## config.mk

```make
export PLATFORM = sky130hd
export DESIGN_NAME = aes_key_expansion_core
export DESIGN_NICKNAME = d
export VERILOG_FILES = /design/src/hw/rtl/aeske_pkg.sv /design/src/hw/rtl/aeske_ram.sv /design/src/hw/rtl/aeske_word_unit.sv /design/src/hw/rtl/aes_key_expansion_core.sv
export SDC_FILE = /design/constraint.sdc
export NUM_CORES = 2
export LEC_CHECK = 0
export BUFFER_PORTS_ARGS = -buffer_cell sky130_fd_sc_hd__clkbuf_2
export CELL_PAD_IN_SITES_DETAIL_PLACEMENT = 1
export CELL_PAD_IN_SITES_GLOBAL_PLACEMENT = 2
export CORE_MARGIN = 1.5
export CORE_UTILIZATION = 47
export CTS_BUF_LIST = sky130_fd_sc_hd__clkbuf_8 sky130_fd_sc_hd__clkbuf_16
export DETAILED_ROUTE_END_ITERATION = 8
export MAX_ROUTING_LAYER = met4
export PLACE_DENSITY_LB_ADDON = 0.1
export RECOVER_POWER = 100
export SLEW_MARGIN = 10
export SYNTH_ARGS = -nofsm -noshare
export SYNTH_HDL_FRONTEND = slang
export SYNTH_SLANG_ARGS = --single-unit
```

## constraint.sdc

```tcl
create_clock -name clock -period 14.57 [get_ports clock]
set_clock_uncertainty 0.15 [all_clocks]
set_input_delay 1.457 -clock clock [delete_from_list [all_inputs] [get_ports clock]]
set_output_delay 1.457 -clock clock [all_outputs]
set_load 0.1 [all_outputs]
```

## src/hw/rtl/aeske_pkg.sv

```systemverilog
package aeske_pkg;

   localparam int KeyWordWidth   = 64;
   localparam int RoundKeyWidth  = 128;
   localparam int MaxRounds      = 14;
   localparam int RkDepth        = MaxRounds + 1;
   localparam int RkAddrWidth    = $clog2(RkDepth);
   localparam int SchedDepth     = 8;

   localparam logic [1:0] MODE_128 = 2'd0;
   localparam logic [1:0] MODE_192 = 2'd1;
   localparam logic [1:0] MODE_256 = 2'd2;

   localparam logic CSR_KEY_SIZE_MODE = 1'b0;
   localparam logic CSR_EMIT_DECRYPT  = 1'b1;

   typedef enum logic [2:0] {
      ST_IDLE,
      ST_EXPAND,
      ST_READ,
      ST_WAIT,
      ST_EMIT
   } state_type;

   typedef struct packed {
      logic       en;
      logic       sub_rot;
      logic [7:0] rcon;
   } word_op_type;

   function automatic logic [7:0] sbox(input logic [7:0] a);
      logic [7:0] t [256];
      t = '{
      8'h63,8'h7c,8'h77,8'h7b,8'hf2,8'h6b,8'h6f,8'hc5,8'h30,8'h01,8'h67,8'h2b,8'hfe,8'hd7,8'hab,8'h76,
      8'hca,8'h82,8'hc9,8'h7d,8'hfa,8'h59,8'h47,8'hf0,8'had,8'hd4,8'ha2,8'haf,8'h9c,8'ha4,8'h72,8'hc0,
      8'hb7,8'hfd,8'h93,8'h26,8'h36,8'h3f,8'hf7,8'hcc,8'h34,8'ha5,8'he5,8'hf1,8'h71,8'hd8,8'h31,8'h15,
      8'h04,8'hc7,8'h23,8'hc3,8'h18,8'h96,8'h05,8'h9a,8'h07,8'h12,8'h80,8'he2,8'heb,8'h27,8'hb2,8'h75,
      8'h09,8'h83,8'h2c,8'h1a,8'h1b,8'h6e,8'h5a,8'ha0,8'h52,8'h3b,8'hd6,8'hb3,8'h29,8'he3,8'h2f,8'h84,
      8'h53,8'hd1,8'h00,8'hed,8'h20,8'hfc,8'hb1,8'h5b,8'h6a,8'hcb,8'hbe,8'h39,8'h4a,8'h4c,8'h58,8'hcf,
      8'hd0,8'hef,8'haa,8'hfb,8'h43,8'h4d,8'h33,8'h85,8'h45,8'hf9,8'h02,8'h7f,8'h50,8'h3c,8'h9f,8'ha8,
      8'h51,8'ha3,8'h40,8'h8f,8'h92,8'h9d,8'h38,8'hf5,8'hbc,8'hb6,8'hda,8'h21,8'h10,8'hff,8'hf3,8'hd2,
      8'hcd,8'h0c,8'h13,8'hec,8'h5f,8'h97,8'h44,8'h17,8'hc4,8'ha7,8'h7e,8'h3d,8'h64,8'h5d,8'h19,8'h73,
      8'h60,8'h81,8'h4f,8'hdc,8'h22,8'h2a,8'h90,8'h88,8'h46,8'hee,8'hb8,8'h14,8'hde,8'h5e,8'h0b,8'hdb,
      8'he0,8'h32,8'h3a,8'h0a,8'h49,8'h06,8'h24,8'h5c,8'hc2,8'hd3,8'hac,8'h62,8'h91,8'h95,8'he4,8'h79,
      8'he7,8'hc8,8'h37,8'h6d,8'h8d,8'hd5,8'h4e,8'ha9,8'h6c,8'h56,8'hf4,8'hea,8'h65,8'h7a,8'hae,8'h08,
      8'hba,8'h78,8'h25,8'h2e,8'h1c,8'ha6,8'hb4,8'hc6,8'he8,8'hdd,8'h74,8'h1f,8'h4b,8'hbd,8'h8b,8'h8a,
      8'h70,8'h3e,8'hb5,8'h66,8'h48,8'h03,8'hf6,8'h0e,8'h61,8'h35,8'h57,8'hb9,8'h86,8'hc1,8'h1d,8'h9e,
      8'he1,8'hf8,8'h98,8'h11,8'h69,8'hd9,8'h8e,8'h94,8'h9b,8'h1e,8'h87,8'he9,8'hce,8'h55,8'h28,8'hdf,
      8'h8c,8'ha1,8'h89,8'h0d,8'hbf,8'he6,8'h42,8'h68,8'h41,8'h99,8'h2d,8'h0f,8'hb0,8'h54,8'hbb,8'h16};
      return t[a];
   endfunction

   function automatic logic [7:0] xtime(input logic [7:0] b);
      return {b[6:0], 1'b0} ^ (b[7] ? 8'h1b : 8'h00);
   endfunction

   function automatic logic [31:0] inv_mix_word(input logic [31:0] w);
      logic [7:0] a [4];
      logic [7:0] x2 [4];
      logic [7:0] x4 [4];
      logic [7:0] x8 [4];
      logic [7:0] m9 [4];
      logic [7:0] mb [4];
      logic [7:0] md [4];
      logic [7:0] me [4];
      logic [31:0] r;
      for (int k = 0; k < 4; k++) begin
         a[k]  = w[8*k +: 8];
         x2[k] = xtime(a[k]);
         x4[k] = xtime(x2[k]);
         x8[k] = xtime(x4[k]);
         m9[k] = x8[k] ^ a[k];
         mb[k] = x8[k] ^ x2[k] ^ a[k];
         md[k] = x8[k] ^ x4[k] ^ a[k];
         me[k] = x8[k] ^ x4[k] ^ x2[k];
      end
      r[7:0]   = me[0] ^ mb[1] ^ md[2] ^ m9[3];
      r[15:8]  = m9[0] ^ me[1] ^ mb[2] ^ md[3];
      r[23:16] = md[0] ^ m9[1] ^ me[2] ^ mb[3];
      r[31:24] = mb[0] ^ md[1] ^ m9[2] ^ me[3];
      return r;
   endfunction

endpackage

```

## src/hw/rtl/aeske_ram.sv

```systemverilog
module aeske_ram #(
   parameter int Width = 128,
   parameter int Depth = 15
) (
   input  logic                     clock,
   input  logic                     wr_en,
   input  logic [$clog2(Depth)-1:0] wr_addr,
   input  logic [Width-1:0]         wr_data,
   input  logic [$clog2(Depth)-1:0] rd_addr,
   output logic [Width-1:0]         rd_data
);
   logic [Width-1:0] mem_ff [Depth];
   logic [Width-1:0] rd_data_ff;

   always_ff @(posedge clock) begin
      if (wr_en) begin
         mem_ff[wr_addr] <= wr_data;
      end
      rd_data_ff <= mem_ff[rd_addr];
   end

   assign rd_data = rd_data_ff;
endmodule

```

## src/hw/rtl/aeske_word_unit.sv

```systemverilog
// one schedule word per cycle: optional rotate, s-box and rcon on the previous word
module aeske_word_unit (
   input  aeske_pkg::word_op_type op,
   input  logic [31:0]            prev_word,
   input  logic [31:0]            far_word,
   output logic [31:0]            new_word
);
   logic [31:0] sel;
   logic [31:0] subbed;

   always_comb begin
      sel = op.sub_rot ? {prev_word[7:0], prev_word[31:8]} : prev_word;
      for (int k = 0; k < 4; k++) begin
         subbed[8*k +: 8] = aeske_pkg::sbox(sel[8*k +: 8]);
      end
      if (op.en) begin
         new_word = far_word ^ subbed ^ {24'd0, op.rcon};
      end else begin
         new_word = far_word ^ prev_word;
      end
   end
endmodule

```

## src/hw/rtl/aes_key_expansion_core.sv

```systemverilog
// channel | direction | ports                                    | accepted when
// request | in        | req_key_word, req_word_index, req_last_word | req_valid && !req_stall
// response| out       | rsp_round_key_half .. rsp_last_result     | rsp_valid && !rsp_stall
// config  | in        | csr_write, csr_index, csr_data            | csr_write
// a request word is stored when taken; a last request runs the schedule, one word per
// schedule cycle (first Nk words from the key store, the rest through the shared word
// unit), then each round key is read from the round-key ram (ST_READ, ST_WAIT) and sent
// as two halves, lower first; encryption keys, then reversed decryption keys if enabled.
// reset is synchronous; the key store and round keys are not cleared.
// a stalled response holds until taken; no request is taken until the last half is sent.
module aes_key_expansion_core #(
   parameter int RkDepth = aeske_pkg::RkDepth
) (
   input  logic        clock,
   input  logic        reset,
   input  logic        req_valid,
   output logic        req_stall,
   input  logic [63:0] req_key_word,
   input  logic [1:0]  req_word_index,
   input  logic        req_last_word,
   output logic        rsp_valid,
   input  logic        rsp_stall,
   output logic [63:0] rsp_round_key_half,
   output logic [3:0]  rsp_round_number,
   output logic        rsp_upper_half,
   output logic        rsp_decrypt_schedule,
   output logic        rsp_last_result,
   input  logic        csr_write,
   input  logic        csr_index,
   input  logic [1:0]  csr_data
);
   localparam int AddrW = $clog2(RkDepth);

   aeske_pkg::state_type state_ff, state_in;
   logic [1:0]  mode_ff;
   logic        emit_dec_ff;
   logic [63:0] key_ff [4];
   logic [31:0] sched_ff [8];
   logic [7:0]  rcon_ff, rcon_in;
   logic [5:0]  idx_ff, idx_in;
   logic [2:0]  phase_ff, phase_in;   // i mod nk
   logic [127:0] acc_ff, acc_in;
   logic [3:0]  nr, nk_m1;
   logic [5:0]  total_m1;
   logic [3:0]  rnd_ff, rnd_in;
   logic        dec_ff, dec_in;
   logic        half_ff, half_in;
   logic [127:0] rk_rd;
   logic [127:0] out_key_ff;
   logic        ram_we;
   logic [AddrW-1:0] rd_addr;
   logic [31:0] new_word, prev_word, far_word, key_src;
   aeske_pkg::word_op_type op;
   logic        req_take;
   logic        rsp_take;
   logic        last_half;

   function automatic logic [127:0] rk_key(input logic [127:0] k, input logic [3:0] r,
                                           input logic d, input logic [3:0] n);
      logic [127:0] o;
      for (int c = 0; c < 4; c++) begin
         o[32*c +: 32] = aeske_pkg::inv_mix_word(k[32*c +: 32]);
      end
      return (d && r != 4'd0 && r != n) ? o : k;
   endfunction

   always_comb begin
      case (mode_ff)
         aeske_pkg::MODE_192: begin nr = 4'd12; nk_m1 = 4'd5; end
         aeske_pkg::MODE_256: begin nr = 4'd14; nk_m1 = 4'd7; end
         default:             begin nr = 4'd10; nk_m1 = 4'd3; end
      endcase
      total_m1 = {nr, 2'b11};
   end

   assign req_take  = req_valid && !req_stall;
   assign rsp_take  = rsp_valid && !rsp_stall;
   assign req_stall = (state_ff != aeske_pkg::ST_IDLE);
   assign last_half = half_ff && (rnd_ff == nr) && (dec_ff || !emit_dec_ff);

   always_ff @(posedge clock) begin
      if (reset) begin
         mode_ff     <= aeske_pkg::MODE_128;
         emit_dec_ff <= 1'b1;
      end else if (csr_write) begin
         case (csr_index)
            aeske_pkg::CSR_KEY_SIZE_MODE: mode_ff     <= csr_data;
            aeske_pkg::CSR_EMIT_DECRYPT:  emit_dec_ff <= csr_data[0];
            default: ;
         endcase
      end
   end

   // schedule word path
   always_comb begin
      key_src   = key_ff[idx_ff[2:1]][32*idx_ff[0] +: 32];
      prev_word = sched_ff[(phase_ff == 3'd0) ? nk_m1[2:0] : phase_ff - 3'd1];
      far_word  = sched_ff[phase_ff];
      op.en      = (phase_ff == 3'd0) || (nk_m1 == 4'd7 && phase_ff == 3'd4);
      op.sub_rot = (phase_ff == 3'd0);
      op.rcon    = (phase_ff == 3'd0) ? rcon_ff : 8'h00;
   end

   aeske_word_unit u_word (
      .op        (op),
      .prev_word (prev_word),
      .far_word  (far_word),
      .new_word  (new_word)
   );

   logic [31:0] word_w;
   assign word_w = (idx_ff <= {2'b00, nk_m1}) ? key_src : new_word;

   always_ff @(posedge clock) begin
      if (req_take) begin
         key_ff[req_word_index] <= req_key_word;
      end
      if (state_ff == aeske_pkg::ST_EXPAND) begin
         sched_ff[phase_ff] <= word_w;
      end
      acc_ff     <= acc_in;
      out_key_ff <= (state_ff == aeske_pkg::ST_WAIT) ? rk_key(rk_rd, rnd_ff, dec_ff, nr)
                                                     : out_key_ff;
   end

   always_comb begin
      acc_in = acc_ff;
      acc_in[32*idx_ff[1:0] +: 32] = word_w;
      ram_we = (state_ff == aeske_pkg::ST_EXPAND) && (idx_ff[1:0] == 2'd3);
      rd_addr = dec_ff ? AddrW'(nr - rnd_ff) : AddrW'(rnd_ff);
   end

   aeske_ram #(.Width(128), .Depth(RkDepth)) u_rk_ram (
      .clock   (clock),
      .wr_en   (ram_we),
      .wr_addr (AddrW'(idx_ff[5:2])),
      .wr_data (acc_in),
      .rd_addr (rd_addr),
      .rd_data (rk_rd)
   );

   always_comb begin
      state_in = state_ff;
      case (state_ff)
         aeske_pkg::ST_IDLE:   if (req_take && req_last_word) state_in = aeske_pkg::ST_EXPAND;
         aeske_pkg::ST_EXPAND: if (idx_ff == total_m1) state_in = aeske_pkg::ST_READ;
         aeske_pkg::ST_READ:   state_in = aeske_pkg::ST_WAIT;
         aeske_pkg::ST_WAIT:   state_in = aeske_pkg::ST_EMIT;
         aeske_pkg::ST_EMIT: begin
            if (rsp_take && half_ff) begin
               state_in = last_half ? aeske_pkg::ST_IDLE : aeske_pkg::ST_READ;
            end
         end
         default: state_in = aeske_pkg::ST_IDLE;
      endcase
   end

   always_comb begin
      idx_in   = idx_ff;
      phase_in = phase_ff;
      rcon_in  = rcon_ff;
      rnd_in   = rnd_ff;
      dec_in   = dec_ff;
      half_in  = half_ff;
      case (state_ff)
         aeske_pkg::ST_IDLE: begin
            idx_in = '0; phase_in = '0; rcon_in = 8'h01;
            rnd_in = '0; dec_in = 1'b0; half_in = 1'b0;
         end
         aeske_pkg::ST_EXPAND: begin
            idx_in   = idx_ff + 6'd1;
            phase_in = ({1'b0, phase_ff} == nk_m1) ? 3'd0 : phase_ff + 3'd1;
            if (phase_ff == 3'd0 && idx_ff > {2'b00, nk_m1}) rcon_in = aeske_pkg::xtime(rcon_ff);
         end
         aeske_pkg::ST_EMIT: begin
            if (rsp_take) begin
               half_in = !half_ff;
               if (half_ff) begin
                  if (rnd_ff == nr) begin
                     rnd_in = '0; dec_in = 1'b1;
                  end else begin
                     rnd_in = rnd_ff + 4'd1;
                  end
               end
            end
         end
         default: ;
      endcase
   end

   always_ff @(posedge clock) begin
      if (reset) begin
         state_ff <= aeske_pkg::ST_IDLE;
         idx_ff <= '0; phase_ff <= '0; rcon_ff <= 8'h01;
         rnd_ff <= '0; dec_ff <= 1'b0; half_ff <= 1'b0;
      end else begin
         state_ff <= state_in;
         idx_ff <= idx_in; phase_ff <= phase_in; rcon_ff <= rcon_in;
         rnd_ff <= rnd_in; dec_ff <= dec_in; half_ff <= half_in;
      end
   end

   always_comb begin
      rsp_valid            = (state_ff == aeske_pkg::ST_EMIT);
      rsp_round_key_half   = half_ff ? out_key_ff[127:64] : out_key_ff[63:0];
      rsp_round_number     = rnd_ff;
      rsp_upper_half       = half_ff;
      rsp_decrypt_schedule = dec_ff;
      rsp_last_result      = last_half;
   end

   a_no_req_busy: assert property (@(posedge clock) disable iff (reset)
      state_ff != aeske_pkg::ST_IDLE |-> req_stall)
      else $error("request taken while busy");
   a_rsp_only_emit: assert property (@(posedge clock) disable iff (reset)
      rsp_valid |-> state_ff == aeske_pkg::ST_EMIT)
      else $error("response outside emit");
   a_round_range: assert property (@(posedge clock) disable iff (reset)
      rsp_valid |-> rsp_round_number <= nr)
      else $error("round number out of range");
   a_last_ends: assert property (@(posedge clock) disable iff (reset)
      rsp_take && rsp_last_result |=> state_ff == aeske_pkg::ST_IDLE)
      else $error("did not return to idle");
endmodule
```

After elaboration in Yosys (flattened, before gate mapping)
Memories as Yosys holds them, arrays and structs flattened. A register that Yosys moved wholly into a read port is not among the register bits.
Cells that the tools add are included.
{ "classes": {"n_addsub": 6, "n_mul": 0, "div": 0, "n_lt_le_gt_ge": 6, "n_eq_ne": 20, "n_shift": 3, "muxes": 98, "n_bitwise": 201, "reduce_logical": 30} }
{ "op_table": {"columns": ["operator", "count"], "rows": [
  ["$xor A8 B8 Y8", 144],
  ["$xor A8 B5 Y8", 49],
  ["$mux W5", 49],
  ["$bwmux W128", 1],
  ["$mux W128", 1],
  ["$shift A32 B34 Y128 const A", 1],
  ["$shiftx A32 B34 Y128", 1],
  ["$mux W32", 3],
  ["$mux W8", 10],
  ["$mux W64", 1],
  ["$shiftx A64 B7 Y32", 1],
  ["$xor A32 B32 Y32", 2],
  ["$ge A9 B9 Y1 const B", 4],
  ["$not A8 Y9", 4],
  ["$neg A7 Y34", 1],
  ["$xor A32 B8 Y32", 1],
  ["$mux W3", 7],
  ["$pmux W3 S2", 3],
  ["$mux W4", 4],
  ["$pmux W8 S2", 1],
  ["$pmux W3 S5", 1],
  ["$ne A2 B1 Y1 const B", 6],
  ["$pmux W6 S2", 1],
  ["$logic_and A1 B1 Y1", 11],
  ["other kinds (32)", 57]
]} }
{ "totals": {"ff_bits": 285, "latch_bits": 0, "ramBits": 2432, "romBits": 8192, "inputBits": 75, "output_inout_bits": 73, "memories": 7} }
{ "memory_table": {"columns": ["memory", "depth", "word_bits", "read_ports", "rd_ports_with_merged_regs", "write_ports", "line", "text"], "rows": [
  ["(name not given)", 256, 8, 1, 0, 0, "aeske_pkg.sv:50", "return t[a];"],
  ["(name not given)", 256, 8, 1, 0, 0, "aeske_pkg.sv:50", null],
  ["(name not given)", 256, 8, 1, 0, 0, "aeske_pkg.sv:50", null],
  ["(name not given)", 256, 8, 1, 0, 0, "aeske_pkg.sv:50", null],
  ["u_rk_ram.mem_ff", 15, 128, 1, 1, 1, "aeske_ram.sv:12", "logic [Width-1:0] mem_ff [Depth];"],
  ["key_ff", 4, 64, 1, 1, 1, "aes_key_expansion_core.sv:37", "logic [63:0] key_ff [4];"],
  ["1 more memories", null, null, null, null, null, null, null]
]} }

Logic depth before layout (Yosys ltp)
An unclocked memory read counts as a cell.
{ "depth": {"word_depth": 15, "ltp_mapped": 28, "ltp_nobuf": 20} }

By module
Synthesis repeated with hierarchy kept, for this count alone.
{ "hier_totals": {"hier_cells": 9235, "area_unflattened_um2": 133206.5} }
{ "by_module_without_submodules": {"columns": ["mod", "n_inst", "cells_each", "area_each_um2", "seq_area_each_um2"], "rows": [
  ["aeske_ram", 1, 3682, 75642.5, 60217.8],
  ["aes_key_expansion_core", 1, 3205, 42952.4, 22461.5],
  ["aeske_word_unit", 1, 2348, 14611.5, 0.0]
]} }

Least setup slack after synthesis
No wires, ideal clock.
{ "synth_timing": {"path_type": "flip-flop to flip-flop", "from": "register state_ff[2]", "to": "memory u_rk_ram.mem_ff[3][0], enable pin", "setup_time_ns": 0.771, "arrival_ns": 10.056, "required_time_ns": 13.649, "path_slack_ns": 3.593, "path_stages_with_launch": 7, "path_buffers": 2, "period_less_slack_ns": 10.977, "path_cell_list": "dfxtp_1 clkbuf_1 or2_2 clkbuf_1 nor2_1 nand4_1 nor3_1"} }
{ "synth_between": {"elab_chain_cells": 4} }
{ "synth_lines": {"columns": ["item", "line", "text"], "rows": [
  ["start: declaration", "aes_key_expansion_core.sv:34", "aeske_pkg::state_type state_ff, state_in;"],
  ["start signal: assignment", "aes_key_expansion_core.sv:193", "state_ff <= aeske_pkg::ST_IDLE;"],
  ["start signal: assignment", "aes_key_expansion_core.sv:197", "state_ff <= state_in;"],
  ["$eq A3 B1 Y1", "aes_key_expansion_core.sv:129", "ram_we = (state_ff == aeske_pkg::ST_EXPAND) && (idx_ff[1:0] == 2'd3);"],
  ["$logic_and A1 B1 Y1", "aes_key_expansion_core.sv:129", null],
  ["$mux W1", "aeske_ram.sv:16", "if (wr_en) begin"],
  ["$mux W1 (not written as such)", "aeske_ram.sv:17", "mem_ff[wr_addr] <= wr_data;"],
  ["end: declaration", "aeske_ram.sv:12", null]
]} }
No other way between the ends.

Final worst setup path
{ "layout_timing": {"from": "register state_ff[2]", "to": "memory u_rk_ram.mem_ff[7][20], enable pin"} }
Same word-level chain as after synthesis.

==> results.yml <==
run_status:
  status: "complete, but fails checks"
  failed_checks: "capacitance limit, slew limit"
clock_network:
  insertion_delay_ns: 0.92
  cts_buffers: 299
  clockRootBuffer: "clkbuf_16"
  htreeDepth: 5
  cts.sinks: 2850
  cts.clk_slew.worst_paths_ns: 0.06
  cts_setup_buffers: 0
  cts.hold.buffers_added: 0
  cts_resized: 0
  clock_path_buffers: 4
  cts_tree: "yes"
floorplan:
  row_count: 195
  dieArea_sq_mm: 0.288
  core_sq_mm: 0.283
  io_pins: 148
  die_height_um: 537
  start_util_pct: 47.4
  die_x_um: 537
yosys:
  synth_warnings: 0
  async_flop_share_pct: 0
  ys_ff_latch: 2850
  synth.net_count: 9162
  syn_area_per_cell_sq_um: 14.8
  synth_compound_area_share_pct: 9.21
  seq_area_frac_synth_pct: 61.7
  synth_fa_ha_area_share_pct: 0.594
  synth-main-ff-cell: "edfxtp_1"
  netlist_area_sq_mm: 0.134
  synth_xor_area_share_pct: 5.87
  synth_cell_types: 113
  synth.area.mux_share_pct: 15.1
  synth-edff-count: 2560
  synth_top_family_by_area: "multiplexers"
  synth_cells: 9024
  yosys.area_share.simple_pct: 4.93
grt:
  grt-ovfl-total: 0
  grt_start_max_net_pins: 178
  grt_pass1_vias: 87500
  grt_pass1_wl_um: 681000
  globalRoute.busiestLayer: "met2"
  use_met1_pct: 48.3
  grt_usage_pct: 34.4
  grt_util_met2_pct: 51.6
  antenna_found_initial: 61
  grt_util_met3_pct: 6.67
worst_setup_path:
  ff2ff_setup_slack_ns: 2.34
  critPathLaunchType: "register"
  critical_path_class: "reg -> reg"
  cp_max_fo: 98
  arrival_ns: 12.29
  required_ns: 14.63
  startpoint: "state_ff[2]$_SDFFE_PP0P_"
  cp-end-kind: "register"
  r2r_start: "state_ff[2]$_SDFFE_PP0P_"
power:
  switching_power_w: 0.00605
  p_comb_share_pct: 19.5
  switching_share_pct: 29.0
  pwr-share-seq_pct: 43.7
  ir_worst_vdd_mv: 0.115
  p_clk_share_pct: 36.8
  p_leak_nw: 46.4
  power_density_mw_per_mm2: 141
  cell_internal_pwr_w: 0.0148
layout:
  fill_cells: 26600
  layout_commonest_cell: "edfxtp_1"
  final_nets: 9177
  final_core_util_pct: 52.5
  mostFrequentLayoutCells: "2,560 x edfxtp_1, 699 x xnor2_1, 696 x mux4_2, 649 x nand2_1, 486 x o21ai_0"
  drive_gt1_share_pct: 17.1
  syn_to_final_growth_pct: 10.8
timing:
  final_hold_viol_count: 0
  slew_headroom_pct: -515
  tightest_slew_ns: 9.22
  layout_worst_path_cycle_share_pct: 83.9
  fin_crit_ns: 12.23
  worst_slack_ns: 2.34
  slew_violations: 3066
  rsz0062_at_grt: "false"
  timing.fmax_mhz: 81.8
  fin_setup_tns_ns: 0
  finalSetupViolations: 0
hold_path:
  worstHoldStart: "rcon_ff[5]$_SDFFE_PP0P_"
  min_path_type: "reg -> reg"
run:
  drv_cap: 81
route:
  wl_per_cell_um: 37.1
  firstDrtPassIters: 6
  drt_iter0_drc: 10300
  via_count: 86700
  via_per_inst: 6.63
  ant_nets: 0
  routed_wl_um: 485000
  drc_errors: 0
place:
  gp_congestion: 0.981
  port_buffers: 147
  place_hpwl_um: 312000
  dpl_worst_slack_ns: 4.54
## routing by layer
layer	routed length (um)	vias to the layer above	share of wire (%)
li1	-	35600	-
met3	43300	728	8.9
met4	14200	0	2.9
met5	0	-	0
met1	206000	46100	43
met2	221000	4239	46
## power groups by stage
stage / Clock, W / Sequential, W / Combinational, W
3_5_place_dp: 0 / 0.00929 / 0.00396
2_1_floorplan: 0 / 0.00921 / 0.00267
5_1_grt: 0.00805 / 0.00913 / 0.00427
4_1_cts: 0.00778 / 0.00912 / 0.00399
6_report: 0.00769 / 0.00912 / 0.00407
3_3_place_gp: 0 / 0.00929 / 0.00398
## state kept, by name, indices dropped and copies added, names as in the netlist, 4 cells and up, named ones only
signal	cells
rcon_ff	8
u_rk_ram.rd_data	128
acc_ff	128
key_ff	256
sched_ff	256
out_key_ff	128
idx_ff	6
rsp_round_number	4
u_rk_ram.mem_ff	1920
## worst max-delay path: stages, from the launching register on
cell and delay (ns):
dfxtp_1 0.44, or2_0 0.67, nor2_1 0.77, nand4_1 0.49
nor2_4 0.21, clkbuf_1 2.01, clkbuf_1 6.48
## cell type report
cell class                 instances  area [sq um]  area share [%]
tap                             3743          4680            3.16
timing repair buffer             406          2290            1.54
clock buffer                     332          8030            5.41
multi-input combinational       5367         48300            32.5
inverter                         115           432           0.291
antenna                           44           110          0.0742
sequential                      2850         82700            55.7
clock inverter                   216          1870            1.26
## through the flow
step	hold slack, ns	area [sq um]	instances	power [W]
3_5_place_dp	0.326	139000	12500	0.0133
6_report	0.341	148000	13100	0.0209
5_1_grt	0.343	148000	13100	0.0214
2_1_floorplan	0.295	134000	9024	0.0119
4_1_cts	0.338	149000	13000	0.0209
3_3_place_gp	0.316	139000	12500	0.0133
## path summary, 6_finish.rpt
| kind | to | cells past startpoint |
|---|---|---|
| max | u_rk_ram.mem_ff[7][20]$_DFFE_PP_ | 6 |
| min | rcon_ff[6]$_SDFFE_PP0P_ | 2 |
| max reg2reg | u_rk_ram.mem_ff[7][20]$_DFFE_PP_ | 6 |
| min reg2reg | rcon_ff[6]$_SDFFE_PP0P_ | 2 |
## synthesized netlist by cell type (22+ instances only)
cell type	number	area [sq um]
edfxtp_1	2560	76900
xnor2_1	699	6120
mux4_2	696	15700
nand2_1	649	2440
o21ai_0	488	2440
clkbuf_1	425	1600
nor2_1	363	1360
mux2i_1	310	3100
a21oi_1	293	1470
dfxtp_1	290	5810
xor2_1	198	1730
buf_2	131	656
nand3_1	126	631
mux2_2	124	1400
nor3_1	115	576
o211ai_1	106	796
inv_1	105	394
a211oi_1	89	668
buf_1	87	327
a31oi_1	66	413
ha_1	62	776
o2bb2ai_1	60	526
o32ai_1	54	473
o311ai_0	44	385
o31ai_1	40	300
a311oi_1	39	342
and3_1	38	238
a22oi_1	37	278
o221ai_1	37	324
o22ai_1	35	219
a221oi_1	32	280
buf_4	31	233
a2111oi_0	29	254
o2111ai_1	28	245
and2_1	26	163
nand2b_1	26	163
a211o_1	25	219
a32oi_1	24	210
a21o_1	22	165
nand4_1	22	138
or3_1	22	138
## kinds of logic (layout without fill, tap and decap cells)
kind of cell,Yosys count,in the layout
AOI/OAI and AO/OA,1790,1790
xor gates and xnor gates,897,897
adders and majority gates,63,63
buffers and inverters,807,1069
DFF,2850,2850
muxes,1133,1133
other,0,44
and+or+nand+nor,1484,1484
No activity file was read; power rests on OpenSTA's default activity.
